===== config.mk =====
export PLATFORM = sky130hd
export DESIGN_NAME = class_vote_accumulator
export DESIGN_NICKNAME = d
export VERILOG_FILES = /design/src/rtl/cva_pkg.sv /design/src/rtl/cva_count_table.sv /design/src/rtl/cva_core.sv /design/src/rtl/class_vote_accumulator.sv
export SDC_FILE = /design/constraint.sdc
export NUM_CORES = 1
export LEC_CHECK = 0
export BUFFER_PORTS_ARGS = -buffer_cell sky130_fd_sc_hd__buf_2
export CORE_ASPECT_RATIO = 0.9
export CORE_MARGIN = 5
export CORE_UTILIZATION = 35
export DETAILED_ROUTE_END_ITERATION = 10
export MAX_ROUTING_LAYER = met4
export RECOVER_POWER = 100
export REMOVE_ABC_BUFFERS = 1
export SLEW_MARGIN = 40
export SYNTH_ARGS = -nofsm -noshare
export SYNTH_HDL_FRONTEND = slang
export SYNTH_HIERARCHICAL = 1
export SYNTH_SLANG_ARGS = --single-unit

===== constraint.sdc =====
create_clock -name clk_i -period 4 [get_ports clk_i]
set_input_delay 0.2 -clock clk_i [delete_from_list [all_inputs] [get_ports clk_i]]
set_output_delay 0.2 -clock clk_i [all_outputs]
set_load 0.01 [all_outputs]

===== src/rtl/cva_pkg.sv =====
// ----------------------------------------------------------------------------
// cva_pkg
// Shared types and constants of the class vote accumulator: table geometry,
// operation and register codes, sequencer states and the structs that pass
// between the sequencer, the counter table and the top level.
// ----------------------------------------------------------------------------
package cva_pkg;

  localparam int NUM_CLASSES = 32;
  localparam int COUNT_BITS  = 8;
  localparam int CLS_W       = $clog2(NUM_CLASSES);
  localparam int VOTE_W      = 8;
  localparam int THR_W       = 8;
  localparam int CHOSEN_W    = 5;
  localparam int CMP_W       = (COUNT_BITS > THR_W) ? COUNT_BITS : THR_W;
  localparam int CFG_IDX_W   = 1;
  localparam int CFG_DATA_W  = 8;

  typedef enum logic [0:0] {
    OP_ADD  = 1'b0,
    OP_POLL = 1'b1
  } op_e;

  typedef enum logic [CFG_IDX_W-1:0] {
    REG_THRESHOLD = 1'b0,
    REG_DEFAULT   = 1'b1
  } reg_idx_e;

  typedef enum logic [2:0] {
    ST_IDLE,
    ST_ADD,
    ST_SCAN,
    ST_DECIDE,
    ST_DONE
  } state_e;

  // Access request from the sequencer to the counter table.
  typedef struct packed {
    logic                  rd_en;
    logic [CLS_W-1:0]      rd_addr;
    logic                  wr_en;
    logic [CLS_W-1:0]      wr_addr;
    logic [COUNT_BITS-1:0] wr_data;
    logic                  clear;
  } tbl_req_t;

  // One result item.
  typedef struct packed {
    logic                bad_class;
    logic                decided;
    logic [CHOSEN_W-1:0] chosen_class;
  } res_t;

endpackage


===== src/rtl/cva_count_table.sv =====
// ----------------------------------------------------------------------------
// cva_count_table
// Per-class counter storage: one write and one registered read per cycle,
// with a valid bit per entry so that reset and a decision clear the whole
// table at once.
// ----------------------------------------------------------------------------
module cva_count_table (
  input  logic                           clk_i,
  input  logic                           rst_ni,
  input  cva_pkg::tbl_req_t              req_i,
  output logic [cva_pkg::COUNT_BITS-1:0] rd_data_o
);
  import cva_pkg::*;

  logic [COUNT_BITS-1:0]  mem [NUM_CLASSES];
  logic [NUM_CLASSES-1:0] valid_q;
  logic [COUNT_BITS-1:0]  rd_data_q;
  logic                   rd_valid_q;

  always_ff @(posedge clk_i) begin
    if (req_i.wr_en) begin
      mem[req_i.wr_addr] <= req_i.wr_data;
    end
    if (req_i.rd_en) begin
      rd_data_q <= mem[req_i.rd_addr];
    end
  end

  always_ff @(posedge clk_i or negedge rst_ni) begin
    if (!rst_ni) begin
      valid_q    <= '0;
      rd_valid_q <= 1'b0;
    end else begin
      if (req_i.clear) begin
        valid_q <= '0;
      end else if (req_i.wr_en) begin
        valid_q[req_i.wr_addr] <= 1'b1;
      end
      if (req_i.rd_en) begin
        rd_valid_q <= valid_q[req_i.rd_addr];
      end
    end
  end

  // An entry never written since the last clear reads as zero.
  assign rd_data_o = rd_valid_q ? rd_data_q : '0;

endmodule


===== src/rtl/cva_core.sv =====
// ----------------------------------------------------------------------------
// cva_core
// Sequencer with a compare unit for the scan. An in-range add reads, increments
// with saturation and writes back one counter; a poll walks the table one entry
// per cycle keeping the running maximum, then decides against the threshold.
// ----------------------------------------------------------------------------
module cva_core (
  input  logic                           clk_i,
  input  logic                           rst_ni,
  input  logic                           in_valid_i,
  output logic                           in_ready_o,
  input  cva_pkg::op_e                   in_op_i,
  input  logic [cva_pkg::VOTE_W-1:0]     in_class_i,
  input  logic [cva_pkg::THR_W-1:0]      thr_i,
  input  logic [cva_pkg::CHOSEN_W-1:0]   dflt_i,
  output cva_pkg::tbl_req_t              tbl_req_o,
  input  logic [cva_pkg::COUNT_BITS-1:0] tbl_rd_data_i,
  output logic                           res_valid_o,
  input  logic                           res_ready_i,
  output cva_pkg::res_t                  res_o
);
  import cva_pkg::*;

  localparam logic [COUNT_BITS-1:0] COUNT_MAX = '1;

  state_e                state_q, state_d;
  logic [CLS_W:0]        cnt_q, cnt_d;
  logic [CLS_W-1:0]      idx_q, idx_d;
  logic [COUNT_BITS-1:0] best_q, best_d;
  logic [CLS_W-1:0]      best_idx_q, best_idx_d;
  res_t                  res_q, res_d;
  logic                  class_bad;
  logic                  cmp_gt;

  always_ff @(posedge clk_i or negedge rst_ni) begin
    if (!rst_ni) begin
      state_q <= ST_IDLE;
    end else begin
      state_q <= state_d;
    end
  end

  always_ff @(posedge clk_i) begin
    cnt_q      <= cnt_d;
    idx_q      <= idx_d;
    best_q     <= best_d;
    best_idx_q <= best_idx_d;
    res_q      <= res_d;
  end

  assign class_bad = ({1'b0, in_class_i} >= (VOTE_W+1)'(NUM_CLASSES));

  // The compare unit for the running maximum during a scan.
  assign cmp_gt = (tbl_rd_data_i > best_q);

  always_comb begin
    state_d    = state_q;
    cnt_d      = cnt_q;
    idx_d      = idx_q;
    best_d     = best_q;
    best_idx_d = best_idx_q;
    res_d      = res_q;
    tbl_req_o  = '0;
    in_ready_o = 1'b0;
    res_valid_o = 1'b0;

    unique case (state_q)
      ST_IDLE: begin
        in_ready_o = 1'b1;
        if (in_valid_i) begin
          if (in_op_i == OP_ADD) begin
            if (class_bad) begin
              res_d   = '{bad_class: 1'b1, decided: 1'b0, chosen_class: '0};
              state_d = ST_DONE;
            end else begin
              tbl_req_o.rd_en   = 1'b1;
              tbl_req_o.rd_addr = in_class_i[CLS_W-1:0];
              idx_d             = in_class_i[CLS_W-1:0];
              state_d           = ST_ADD;
            end
          end else begin
            tbl_req_o.rd_en   = 1'b1;
            tbl_req_o.rd_addr = '0;
            cnt_d             = (CLS_W+1)'(1);
            idx_d             = '0;
            best_d            = '0;
            best_idx_d        = '0;
            state_d           = ST_SCAN;
          end
        end
      end
      ST_ADD: begin
        tbl_req_o.wr_en   = 1'b1;
        tbl_req_o.wr_addr = idx_q;
        tbl_req_o.wr_data = (tbl_rd_data_i == COUNT_MAX) ? tbl_rd_data_i
                                                         : tbl_rd_data_i + 1'b1;
        res_d   = '{bad_class: 1'b0, decided: 1'b0, chosen_class: '0};
        state_d = ST_DONE;
      end
      ST_SCAN: begin
        if (cmp_gt) begin
          best_d     = tbl_rd_data_i;
          best_idx_d = idx_q;
        end
        idx_d = idx_q + 1'b1;
        if (cnt_q == (CLS_W+1)'(NUM_CLASSES)) begin
          state_d = ST_DECIDE;
        end else begin
          tbl_req_o.rd_en   = 1'b1;
          tbl_req_o.rd_addr = cnt_q[CLS_W-1:0];
          cnt_d             = cnt_q + 1'b1;
        end
      end
      ST_DECIDE: begin
        if (CMP_W'(best_q) >= CMP_W'(thr_i)) begin
          res_d = '{bad_class: 1'b0, decided: 1'b1,
                    chosen_class: CHOSEN_W'(best_idx_q)};
          tbl_req_o.clear = 1'b1;
        end else begin
          res_d = '{bad_class: 1'b0, decided: 1'b0, chosen_class: dflt_i};
        end
        state_d = ST_DONE;
      end
      ST_DONE: begin
        res_valid_o = 1'b1;
        if (res_ready_i) begin
          state_d = ST_IDLE;
        end
      end
      default: begin
        state_d = ST_IDLE;
      end
    endcase
  end

  assign res_o = res_q;

`ifndef NO_ASSERTIONS
  a_no_accept_while_result: assert property (@(posedge clk_i) disable iff (!rst_ni)
    res_valid_o |-> !in_ready_o)
    else $error("input accepted while a result is pending");

  a_clear_only_on_decision: assert property (@(posedge clk_i) disable iff (!rst_ni)
    tbl_req_o.clear |=> (res_valid_o && res_o.decided && !res_o.bad_class))
    else $error("table cleared without a decided result");

  a_scan_bound: assert property (@(posedge clk_i) disable iff (!rst_ni)
    (state_q == ST_SCAN) |-> (cnt_q <= (CLS_W+1)'(NUM_CLASSES)))
    else $error("scan ran past the table");

  a_flags_exclusive: assert property (@(posedge clk_i) disable iff (!rst_ni)
    res_valid_o |-> !(res_o.decided && res_o.bad_class))
    else $error("result both decided and bad class");

  a_no_rw_collision: assert property (@(posedge clk_i) disable iff (!rst_ni)
    !(tbl_req_o.wr_en && (tbl_req_o.rd_en || tbl_req_o.clear)))
    else $error("table write collides with read or clear");
`endif

endmodule


===== src/rtl/class_vote_accumulator.sv =====
// ----------------------------------------------------------------------------
// class_vote_accumulator
// Histogram vote with argmax decision over a table of per-class counters.
// ----------------------------------------------------------------------------
//
//  Channel   | Direction | Contents
//  ----------+-----------+----------------------------------------------------
//  s_axis    | in        | tuser[0] opcode, tdata[7:0] vote_class
//  m_axis    | out       | tdata[4:0] chosen_class, tuser[0] decided,
//            |           | tuser[1] bad_class
//  cfg       | in        | write-only: index 0 vote_threshold, 1 default_class
//
// An add passes through a registered table read, a saturating write-back
// and a hand-off to the output register. An out-of-range add skips the
// table. During a poll the scan comparator visits one counter per cycle
// through the table's read port. Reset clears every counter at once through
// per-entry valid bits, so no clearing pass is needed; a decided poll
// clears the table the same way. The result sits in an output register,
// so a stalled master side does not stop the next transfer from being
// taken; only a second result waits.
//
module class_vote_accumulator (
  input  logic       clk_i,
  input  logic       rst_ni,
  // Input stream.
  input  logic       s_axis_tvalid_i,
  output logic       s_axis_tready_o,
  input  logic [7:0] s_axis_tdata_i,   // [7:0] vote_class
  input  logic [0:0] s_axis_tuser_i,   // [0] opcode
  // Result stream.
  output logic       m_axis_tvalid_o,
  input  logic       m_axis_tready_i,
  output logic [7:0] m_axis_tdata_o,   // [4:0] chosen_class, rest zero
  output logic [1:0] m_axis_tuser_o,   // [0] decided, [1] bad_class
  // Configuration writes.
  input  logic                              cfg_we_i,
  input  logic [cva_pkg::CFG_IDX_W-1:0]     cfg_idx_i,
  input  logic [cva_pkg::CFG_DATA_W-1:0]    cfg_data_i
);
  import cva_pkg::*;

  logic [THR_W-1:0]      thr_q;
  logic [CHOSEN_W-1:0]   dflt_q;
  tbl_req_t              tbl_req;
  logic [COUNT_BITS-1:0] tbl_rd_data;
  logic                  res_valid;
  logic                  res_ready;
  res_t                  res;
  logic                  out_valid_q;
  res_t                  out_res_q;

  // Configuration registers; to be written only while the block is idle, which the block itself does not enforce.
  always_ff @(posedge clk_i or negedge rst_ni) begin
    if (!rst_ni) begin
      thr_q  <= THR_W'(5);
      dflt_q <= '0;
    end else if (cfg_we_i) begin
      unique case (reg_idx_e'(cfg_idx_i))
        REG_THRESHOLD: thr_q  <= cfg_data_i[THR_W-1:0];
        REG_DEFAULT:   dflt_q <= cfg_data_i[CHOSEN_W-1:0];
        default: ;
      endcase
    end
  end

  cva_count_table u_table (
    .clk_i     (clk_i),
    .rst_ni    (rst_ni),
    .req_i     (tbl_req),
    .rd_data_o (tbl_rd_data)
  );

  cva_core u_core (
    .clk_i         (clk_i),
    .rst_ni        (rst_ni),
    .in_valid_i    (s_axis_tvalid_i),
    .in_ready_o    (s_axis_tready_o),
    .in_op_i       (op_e'(s_axis_tuser_i[0])),
    .in_class_i    (s_axis_tdata_i[VOTE_W-1:0]),
    .thr_i         (thr_q),
    .dflt_i        (dflt_q),
    .tbl_req_o     (tbl_req),
    .tbl_rd_data_i (tbl_rd_data),
    .res_valid_o   (res_valid),
    .res_ready_i   (res_ready),
    .res_o         (res)
  );

  // Output register: free when empty or being drained this cycle.
  assign res_ready = !out_valid_q || m_axis_tready_i;

  always_ff @(posedge clk_i or negedge rst_ni) begin
    if (!rst_ni) begin
      out_valid_q <= 1'b0;
    end else if (res_ready) begin
      out_valid_q <= res_valid;
    end
  end

  always_ff @(posedge clk_i) begin
    if (res_ready && res_valid) begin
      out_res_q <= res;
    end
  end

  assign m_axis_tvalid_o = out_valid_q;
  assign m_axis_tdata_o  = 8'(out_res_q.chosen_class);
  assign m_axis_tuser_o  = {out_res_q.bad_class, out_res_q.decided};

endmodule


==> summary.txt, run 1 <==
Status
  – Status: complete, but fails checks
  – Failing checks: capacitance limit, slew limit

Pwr
  – Net Switching: 3.05 mW
  – Switching Share: 0.292
  – P per Cell Area: 620 nW/µm²
  – Clk pwr share: 0.320
  – Int Power: 7.41 mW
  – Pwr Total: 10.5 mW
  – Sequential share of power: 0.429
  – Peak VDD IR: 537 µV
  – Logic gate share of total power: 0.251
  – Static Leak: 5.25 nW

Global routing
  – First-pass GRT wire length: 49200 µm
  – Grt ovf: 0
  – Largest net degree at the start of global routing: 69
  – Number of global-route vias before repair: 7693
  – Total Routing Usage GR: 0.147
  – Antenna violations before repair: 0

Route
  – Post-DR wirelength/cell: 21.6 µm
  – Drt pass-1 iters: 5
  – Vias per cell: 5.10
  – Via count of the routed design: 7713
  – Remaining DRCs: 0
  – ANT nets after route: 0
  – Initial drt markers: 657
  – Drt total wl: 32700 µm

CTS
  – H-tree levels: 2
  – Cts bufs inserted: 37
  – Worst-path clk slew: 0.06 ns
  – Clock Tree Buf Depth: 3
  – # clock sinks: 352
  – CTS tree: yes
  – CTS root buf: clkbuf_16
  – Setup bufs post-CTS: 0
  – Clk_lat worst skew: 0.54 ns

Synthesis
  – Cells after Synth: 839
  – Yosys warnings: 6
  – Mapped Area: 14700 µm²
  – Syn avg cell area: 17.5 µm²
  – Number of flops mapped to enable cells by yosys: 302
  – Top_reg_cell synth: edfxtp_1
  – Asr flop ratio synth: 0.142
  – Netlist cell types: 60
  – Seq/Total Area, Yosys: 0.704
  – #FFs+latches synth: 352

Cells and area
  – Synth-to-Final Area Change: 15.1%
  – Nets: 979
  – Layout cells sized above 1: 0.225
  – Final Non-Filler Cells: 1511
  – N_diodes: 0
  – Cell area after layout: 16900 µm²
  – Fillers: 3768
  – Core Util, Final: 0.406

STA
  – Final period util: 0.893
  – Fin crit period: 3.57 ns
  – Max-Slew Margin vs Limit: -0.869
  – Slew Viols, Final: 69
  – Final setup TNS: 0 ns
  – Layout Skew: 0.0167 ns
  – Tightest Pin Transition: 2.80 ns
  – Final setup violation count: 0
  – Max Freq: 280 MHz
  – Final Hold Viols: 0
  – Unrepaired setup endpoints after global routing: no

Floorplanning
  – Die ar.: 46100 µm²
  – DIE WIDTH: 226 µm
  – Placeable Area: 41600 µm²
  – # rows: 71
  – IO Count: 35
  – Die Ht: 204 µm
  – Initial Utilization: 0.353

Place
  – Placed Cells: 1434
  – Number of port buffers: 31
  – Dpl hpwl: 20100 µm
  – Placer Congestion: 0.806
  – Post-DP Area: 15800 µm²

Run
  – Max-cap check violation count: 2

Setup path
  – Worst Reg-to-Reg Cells: 9
  – Crit path launch type: register
  – Crit path kind: register to register
  – Data arrival, critical path: 3.85 ns
  – CP required: 4.28 ns
  – Worst-path maximum fanout: 20
  – Setup crit end kind: register

Min path
  – Hold Path Class: primary input to register
  – Hold depth: 3
## critical path: stages (launching register included)
cell,delay (ns)
dfrtp_1,0.57
nor2b_1,0.22
nand2_1,0.14
nor2_1,0.26
nand3_1,0.17
o21ai_4,0.12
clkbuf_4,0.43
mux4_2,0.57
mux4_2,0.55
mux2_2,0.29
## power by group through the flow
| stage | Clock (mW) | Sequential [mW] | Combinational, mW |
|---|---|---|---|
| floorplan | 0 | 4.47 | 1.95 |
| global placement | 0 | 4.56 | 2.66 |
| detailed placement | 0 | 4.56 | 2.71 |
| CTS | 3.44 | 4.49 | 2.74 |
| global route | 3.60 | 4.52 | 2.88 |
| finish | 3.35 | 4.49 | 2.62 |
## final cells by class
| cell class | count | area (µm²) | area share |
|---|---|---|---|
| sequential | 352 | 10300 | 0.611 |
| multi-input combinational | 428 | 4090 | 0.242 |
| clock buffer | 52 | 1060 | 0.0630 |
| tap | 547 | 684 | 0.0405 |
| timing repair buffer | 94 | 503 | 0.0298 |
| clock inverter | 15 | 133 | 0.00786 |
| inverter | 23 | 86.3 | 0.00511 |
## timing repair
action                                 in CTS  in global routing
gates resized for setup                     0                  0
hold buffers                               10                  0
endpoints found under the hold margin      62                  0
## kinds of logic after synthesis
family | share of synthesized area
XOR/XNOR | 0.00657
adder cells (fa/ha/maj) | 0.0171
AO/OA/AOI/OAI | 0.0223
buffers and inverters | 0.0196
multiplexers | 0.155
AND/OR/NAND/NOR | 0.0757
flip-flops | 0.704
other | 0.000256
## placed cells by master, fill, tap and decap left out, types with 10 or more instances in the layout
master / n
inv_1: 22
and3_1: 15
nand3_1: 13
mux2_2: 22
clkbuf_16: 38
edfxtp_1: 302
nand2_1: 15
mux2i_1: 22
dfrtp_1: 48
a21oi_1: 13
clkbuf_1: 56
mux4_2: 80
ha_1: 20
nor2_1: 121
and2_1: 10
buf_2: 23
dlygate4sd3_1: 10
## path summary, 6_finish.rpt
path | from | to | slack [ns]
max in group asynchronous | rst_ni | u_table/valid_q[28] | 1.20
worst min-delay path | s_axis_tdata_i[2] | u_core/idx_q[2] | 0.02
min in group asynchronous | rst_ni | dflt_q[0] | 1.20
worst max register to register | u_core/state_q[1] | u_table/rd_data_q[2] | 0.43
worst min register to register | u_core/res_o[4] | m_axis_tdata_o[4] | 0.42
worst max-delay path | u_core/state_q[1] | u_table/rd_data_q[2] | 0.43
## routing by layer
layer | global-route usage | share of wire
met2 | 0.224 | 0.47
met3 | 0.0259 | 0.067
met1 | 0.206 | 0.44
met5 | - | 0
met4 | 0.0398 | 0.026
## cells in the mapped netlist (2+ instances only)
cell	instances	share of area
nor2_1	124	0.032
xnor2_1	5	0.0030
mux4_2	80	0.12
a211oi_1	2	0.0010
a32o_1	3	0.0020
dfrtp_1	48	0.082
buf_4	11	0.0056
buf_2	8	0.0027
and4b_1	2	0.0014
or3b_2	3	0.0018
nand2_1	15	0.0038
nand3_1	13	0.0044
and2_1	15	0.0064
a31oi_1	3	0.0013
edfxtp_1	302	0.62
and3_1	15	0.0064
nor2b_1	5	0.0021
nor3b_1	2	0.0010
nor3_1	6	0.0020
mux2i_1	22	0.015
a21oi_1	14	0.0048
clkbuf_1	17	0.0044
xor2_1	6	0.0036
a22oi_1	3	0.0015
o21ai_1	3	0.0010
nand2b_1	7	0.0030
inv_1	21	0.0054
dfstp_2	2	0.0036
nand3b_1	5	0.0026
o21ai_0	4	0.0014
nand4_1	4	0.0017
ha_1	20	0.017
mux2_2	22	0.017
## flip-flops by register name, summed over array words and instances (netlist names), 2 cells and up
signal,count
thr_q,8
u_core/best_q,8
u_table/rd_data_q,8
m_axis_tdata_o,5
u_core/state_q,3
u_core/best_idx_q,5
dflt_q,5
u_core/idx_q,5
u_core/cnt_q,6
u_table/valid_q,32
m_axis_tuser_o,2
u_table/mem,256
u_core/res_o,7
## stage by stage
step | hold slack (ns) | worst slack, ns
floorplan | -0.0956 | -4.71
global route | 0.0202 | 0.156
global placement | 0.360 | 0.491
CTS | 0.000828 | 0.442
finish | 0.0180 | 0.429
detailed placement | 0.354 | 0.442
Note: power is estimated with default switching activity, not from simulation.
==> inputs of run 2 (changes only) <==
CORE_UTILIZATION = 40   (was 35)
==> run 2 against run 1 <==
The flow still finishes with violations (capacitance limit, slew limit). Non-clock buffer count rose by 12. Sequential power about the same. Clock skew grew 0.0037 ns. Setup slack got worse by 0.13 ns. Combinational power up 7%. Routed wire length increased by 0.48%. First-iteration DRC count down 3.7%. Final area down 0.20%. Critical path depth shrank 2. Clock-buffer cell count is 1 higher. Fmax fell by 3.6%. Final cell count shrank 4.2%. Critical path type unchanged. Critical endpoint is now u_table/mem[9][0]. Largest power group unchanged.
==> summary.txt, run 2 (same netlist as run 1, synthesis figures left out) <==
Status
  – Status: complete, but fails checks (unchanged)
  – Failing checks: capacitance limit, slew limit (unchanged)

Setup path
  – Crit path kind: register to register (unchanged)
  – CP required: 4.16 ns (was 4.28 ns)
  – Setup crit end kind: register (unchanged)
  – Crit path launch type: register (unchanged)
  – Critical path origin: u_core/state_q[1] (unchanged)
  – Worst-path maximum fanout: 9 (was 20)
  – CP endpoint: u_table/mem[9][0] (was u_table/rd_data_q[2])
  – R2R Path Start: u_core/state_q[1] (unchanged)
  – Data arrival, critical path: 3.86 ns (was 3.85 ns)
  – Worst Reg-to-Reg Cells: 7 (was 9)
  – Reg-to-reg endpoint: u_table/mem[9][0] (was u_table/rd_data_q[2])
  – Internal reg-to-reg setup slack: 0.29 ns (was 0.43 ns)

Global routing
  – First-pass GRT wire length: 50200 µm (was 49200 µm)
  – Grt ovf: 0 (unchanged)
  – Antenna violations before repair: 0 (unchanged)
  – Number of global-route vias before repair: 7791 (was 7693)
  – Largest net degree at the start of global routing: 69 (unchanged)
  – Total Routing Usage GR: 0.170 (was 0.147)

Cells and area
  – Reg with most FFs: u_table/mem (unchanged)
  – Max reg flops: 256 (unchanged)
  – Nets: 990 (was 979)
  – Layout cells sized above 1: 0.222 (was 0.225)
  – Core Util, Final: 0.466 (was 0.406)
  – Biggest regs: u_table/mem: 256 flops, u_table/valid_q: 32 flops (unchanged)
  – Commonest non-fill, non-tap cell in the layout: edfxtp_1 (unchanged)
  – N_diodes: 0 (unchanged)
  – Fillers: 3154 (was 3768)
  – Most frequent cells in the layout: edfxtp_1 (302), nor2_1 (121), mux4_2 (80) (unchanged)
  – Cell area after layout: 16800 µm² (was 16900 µm²)
  – Synth-to-Final Area Change: 14.9% (was 15.1%)

Floorplanning
  – Die ar.: 40600 µm² (was 46100 µm²)
  – Placeable Area: 36200 µm² (was 41600 µm²)
  – Initial Utilization: 0.405 (was 0.353)
  – IO Count: 35 (unchanged)
  – # rows: 66 (was 71)
  – Die Ht: 192 µm (was 204 µm)
  – DIE WIDTH: 212 µm (was 226 µm)

Route
  – Initial drt markers: 633 (was 657)
  – Remaining DRCs: 0 (unchanged)
  – Post-DR wirelength/cell: 22.7 µm (was 21.6 µm)
  – Vias per cell: 5.36 (was 5.10)
  – Drt total wl: 32900 µm (was 32700 µm)
  – Drt pass-1 iters: 5 (unchanged)
  – Via count of the routed design: 7758 (was 7713)
  – ANT nets after route: 0 (unchanged)

STA
  – Final setup violation count: 0 (unchanged)
  – Max-Slew Margin vs Limit: -1.00 (was -0.869)
  – Layout Skew: 0.0204 ns (was 0.0167 ns)
  – Final Hold Viols: 0 (unchanged)
  – Max Freq: 270 MHz (was 280 MHz)
  – Final period util: 0.926 (was 0.893)
  – Slew Viols, Final: 51 (was 69)
  – Tightest Pin Transition: 3.01 ns (was 2.80 ns)
  – Post-route setup slack: 0.294 ns (was 0.429 ns)
  – Final setup TNS: 0 ns (unchanged)
  – Fin crit period: 3.71 ns (was 3.57 ns)
  – Final hold slack: 0.0288 ns (was 0.0180 ns)
  – Unrepaired setup endpoints after global routing: no (unchanged)

CTS
  – Cts bufs inserted: 36 (was 37)
  – # clock sinks: 352 (unchanged)
  – Worst-path clk slew: 0.07 ns (was 0.06 ns)
  – Clk_lat worst skew: 0.53 ns (was 0.54 ns)
  – CTS tree: yes (unchanged)
  – H-tree levels: 2 (unchanged)
  – Setup bufs post-CTS: 0 (unchanged)
  – Clock Tree Buf Depth: 3 (unchanged)
  – CTS root buf: clkbuf_16 (unchanged)

Place
  – Post-DP Area: 15900 µm² (was 15800 µm²)
  – Pre-CTS WS: 0.346 ns (was 0.442 ns)
  – Dpl hpwl: 21000 µm (was 20100 µm)
  – Placer Congestion: 0.824 (was 0.806)
  – Number of port buffers: 31 (unchanged)

Min path
  – Hold Path Class: primary input to register (unchanged)

Pwr
  – Peak VDD IR: 401 µV (was 537 µV)
  – Static Leak: 5.26 nW (was 5.25 nW)
  – P per Cell Area: 620 nW/µm² (about the same)

Run
  – Max-cap check violation count: 1 (was 2)
==> run 2: critical path: stages (launching register included) <==
cell,delay (ns)
dfrtp_1,0.46
inv_1,0.17
nand2b_1,0.54
inv_1,0.27
and2_0,0.41
or3b_2,0.57
nor2_1,0.37
clkbuf_1,0.54
==> run 2: layout make-up <==
type,count,area (µm²),share of cell area
sequential,352,10300,0.613
clock inverter,9,71.3,0.00423
timing repair buffer,106,632,0.0375
tap,476,596,0.0354
clock buffer,53,1040,0.0615
inverter,23,86.3,0.00512
multi-input combinational,428,4100,0.244
==> run 2: power by group <==
group	internal [mW]	total [mW]	leakage [nW]	switching [mW]
sequential	4.30	4.48	3.00	0.175
combinational	1.31	2.80	1.71	1.50
clock	1.81	3.17	0.544	1.36
==> run 2: routing by layer <==
layer,up-vias,track usage,share of wire
li1,3469,-,-
met2,237,0.253,0.46
met5,-,-,0
met1,3998,0.244,0.45
met3,54,0.0294,0.060
met4,0,0.0481,0.026
==> run 2: timing repair <==
| action | in CTS | in global routing |
|---|---|---|
| gates resized for setup | 0 | 0 |
| hold buffers | 12 | 0 |
| hold endpoints to repair | 64 | 0 |
==> run 2: how the worst min path moves through the flow <==
stage	from	end	slack (ns)	cells after the start
after global routing	s_axis_tdata_i[4]	u_core/idx_q[4]	0.02	3
after CTS	s_axis_tdata_i[4]	u_core/idx_q[4]	0.007	3
after global placement	rst_ni	dflt_q[0]	0.36	2
after detailed placement	rst_ni	m_axis_tvalid_o	0.38	2
final	s_axis_tdata_i[4]	u_core/idx_q[4]	0.03	3
after floorplan	rst_ni	dflt_q[0]	-0.1	0
==> run 2: metrics by stage <==
step | power (mW) | std cells
2_1_floorplan | 6.43 | 803
3_3_place_gp | 7.39 | 1373
3_5_place_dp | 7.43 | 1373
4_1_cts | 10.6 | 1447
5_1_grt | 11.0 | 1447
6_report | 10.4 | 1447
==> inputs of run 3 (changes only) <==
clock period = 3.7 ns   (was 4 ns; I/O delays follow)
==> run 3 against run 2 <==
The flow still finishes with violations (capacitance limit, slew limit). Via count up 0.21%. Critical path depth up 2. Non-clock buffer count up 7. Sequential share of layout area down 0.24 points. Clock skew up 0.0038 ns. Setup slack worse by 0.075 ns. Combinational power up 8.9%. Fmax up 6.5%. Final area up 0.40%. Clock-buffer cell count down 8. Die area unchanged. Clock power up 9.8%. Highest routed layer unchanged.
==> summary.txt, run 3 (same netlist as run 1, synthesis figures left out) <==
CTS
  – Post-cts sizing count: 0 (unchanged)
  – Cts bufs inserted: 37 (was 36)
  – Clk_lat worst skew: 0.52 ns (was 0.53 ns)
  – CTS tree: yes (unchanged)
  – Worst-path clk slew: 0.06 ns (was 0.07 ns)
  – Setup bufs post-CTS: 0 (unchanged)
  – H-tree levels: 2 (unchanged)
  – CTS root buf: clkbuf_16 (unchanged)
  – Clock Tree Buf Depth: 3 (unchanged)
  – # clock sinks: 352 (unchanged)
  – Hold-fix buffers, CTS: 13 (was 12)

Setup path
  – Worst-path maximum fanout: 25 (was 9)
  – Slowest Stage Delay on Critical Path: 0.55 ns (was 0.57 ns)
  – Crit path buf inv count: 2 (was 3)
  – Internal reg-to-reg setup slack: 0.22 ns (was 0.29 ns)
  – Setup crit end kind: register (unchanged)
  – CP required: 3.98 ns (was 4.16 ns)
  – Worst Reg-to-Reg Cells: 9 (was 7)
  – Worst path cell trace: or2_1, nor2_4, nand2_1, o21ai_4, buf_12, buf_4, mux4_2, mux4_2, mux2_2 (was inv_1, nand2b_1, inv_1, and2_0, or3b_2, nor2_1, clkbuf_1)
  – Data arrival, critical path: 3.76 ns (was 3.86 ns)
  – Crit path kind: register to register (unchanged)
  – Crit path launch type: register (unchanged)
  – R2R Path Start: u_core/state_q[2] (was u_core/state_q[1])
  – Max stage delay cell, worst path: mux4_2 (was or3b_2)
  – Reg-to-reg endpoint: u_table/rd_data_q[2] (was u_table/mem[9][0])
  – Top delay family on crit path: multiplexers (was simple AND/OR/NAND/NOR gates)
  – CP most frequent cell: mux4_2 (was inv_1)

Pwr
  – Pwr Total: 11.4 mW (was 10.4 mW)
  – Static Leak: 5.31 nW (was 5.26 nW)
  – P per Cell Area: 672 nW/µm² (was 620 nW/µm²)
  – Peak VDD IR: 382 µV (was 401 µV)

Place
  – Number of port buffers: 31 (unchanged)
  – Dpl hpwl: 21100 µm (was 21000 µm)
  – Placed Cells: 1379 (was 1373)
  – Placer Congestion: 0.831 (was 0.824)

STA
  – Final setup violation count: 0 (unchanged)
  – Layout Skew: 0.0242 ns (was 0.0204 ns)
  – Final setup TNS: 0 ns (unchanged)
  – Max-Slew Margin vs Limit: -0.0985 (was -1.00)
  – Max Freq: 287 MHz (was 270 MHz)
  – Fin crit period: 3.48 ns (was 3.71 ns)
  – Final Hold Viols: 0 (unchanged)
  – Slew Viols, Final: 30 (was 51)
  – Unrepaired setup endpoints after global routing: no (unchanged)
  – Final period util: 0.941 (was 0.926)
  – Tightest Pin Transition: 1.65 ns (was 3.01 ns)

Status
  – Status: complete, but fails checks (unchanged)
  – Failing checks: capacitance limit, slew limit (unchanged)

Route
  – Via count of the routed design: 7774 (was 7758)
  – Post-DR wirelength/cell: 22.7 µm (about the same)
  – Initial drt markers: 709 (was 633)
  – Drt pass-1 iters: 5 (unchanged)
  – ANT nets after route: 0 (unchanged)
  – Remaining DRCs: 0 (unchanged)
  – Drt total wl: 33100 µm (was 32900 µm)
  – Vias per cell: 5.33 (was 5.36)

Cells and area
  – Most frequent cells in the layout: edfxtp_1 (302), nor2_1 (122), mux4_2 (80) (was edfxtp_1 (302), nor2_1 (121), mux4_2 (80))
  – Synth-to-Final Area Change: 15.3% (was 14.9%)
  – Fillers: 3130 (was 3154)
  – Max reg flops: 256 (unchanged)
  – Multi-input logic area: 4090 µm² (was 4100 µm²)
  – N_diodes: 0 (unchanged)
  – Biggest regs: u_table/mem: 256 flops, u_table/valid_q: 32 flops (unchanged)
  – Reg with most FFs: u_table/mem (unchanged)
  – Layout cells sized above 1: 0.228 (was 0.222)
  – Final Non-Filler Cells: 1459 (was 1447)
  – Sequential standard cell area: 10300 µm² (unchanged)
  – Nets: 998 (was 990)
  – Commonest non-fill, non-tap cell in the layout: edfxtp_1 (unchanged)

Min path
  – Hold depth: 3 (unchanged)
  – Worst Hold End: u_core/idx_q[2] (was u_core/idx_q[4])
  – Hold Path Class: primary input to register (unchanged)
  – Hold_sp: s_axis_tdata_i[2] (was s_axis_tdata_i[4])

Floorplanning
  – Placeable Area: 36200 µm² (unchanged)
  – IO Count: 35 (unchanged)
  – Die ar.: 40600 µm² (unchanged)
  – DIE WIDTH: 212 µm (unchanged)
  – Initial Utilization: 0.405 (unchanged)
  – Die Ht: 192 µm (unchanged)
  – # rows: 66 (unchanged)

Global routing
  – First-pass GRT wire length: 49800 µm (was 50200 µm)
  – Total Routing Usage GR: 0.170 (about the same)
  – Grt ovf: 0 (unchanged)
  – Largest net degree at the start of global routing: 34 (was 69)
  – Antenna violations before repair: 1 (was 0)
  – Number of global-route vias before repair: 7583 (was 7791)

Run
  – Max-cap check violation count: 1 (unchanged)
run 3: stage by stage:
stage / util / setup slack (ns) / hold slack [ns] / instance area [µm²]
6_report: 0.468 / 0.219 / 0.0504 / 16900
5_1_grt: 0.468 / 0.0406 / 0.0563 / 16900
4_1_cts: 0.474 / 0.173 / 0.0376 / 17100
3_5_place_dp: 0.439 / 0.203 / 0.233 / 15900
3_3_place_gp: 0.439 / 0.233 / 0.225 / 15900
2_1_floorplan: - / -5.01 / -0.111 / 14500
run 3: cell type report:
cell class / instances / share of cell area
clock buffer: 45 / 0.0578
clock inverter: 22 / 0.00969
inverter: 23 / 0.00510
multi-input combinational: 428 / 0.242
sequential: 352 / 0.610
tap: 476 / 0.0352
timing repair buffer: 113 / 0.0401
run 3: report_power, final:
group	switching, mW	internal [mW]
clock network	1.51	1.97
logic	1.64	1.41
registers	0.183	4.65
run 3: worst min-delay path, stage by stage:
cell and delay [ns]:
buf_2 0.11, nand3_1 0.07, o21ai_0 0.09
run 3: worst max path at each step:
stage	cells past startpoint	startpoint	slack (ns)	end
after floorplan	7	u_core/state_q[1]	-5.01	u_table/rd_data_q[0]
after global placement	9	u_core/state_q[2]	0.23	u_table/rd_data_q[2]
after detailed placement	9	u_core/state_q[2]	0.20	u_table/rd_data_q[2]
after global routing	9	u_core/state_q[2]	0.04	u_table/rd_data_q[2]
after CTS	9	u_core/state_q[2]	0.17	u_table/rd_data_q[2]
final	9	u_core/state_q[2]	0.22	u_table/rd_data_q[2]
run 3: metal layers:
layer,track usage,wire length [µm]
met2,0.246,14800
met5,-,0
met4,0.0334,474
met1,0.252,15400
met3,0.0372,2400
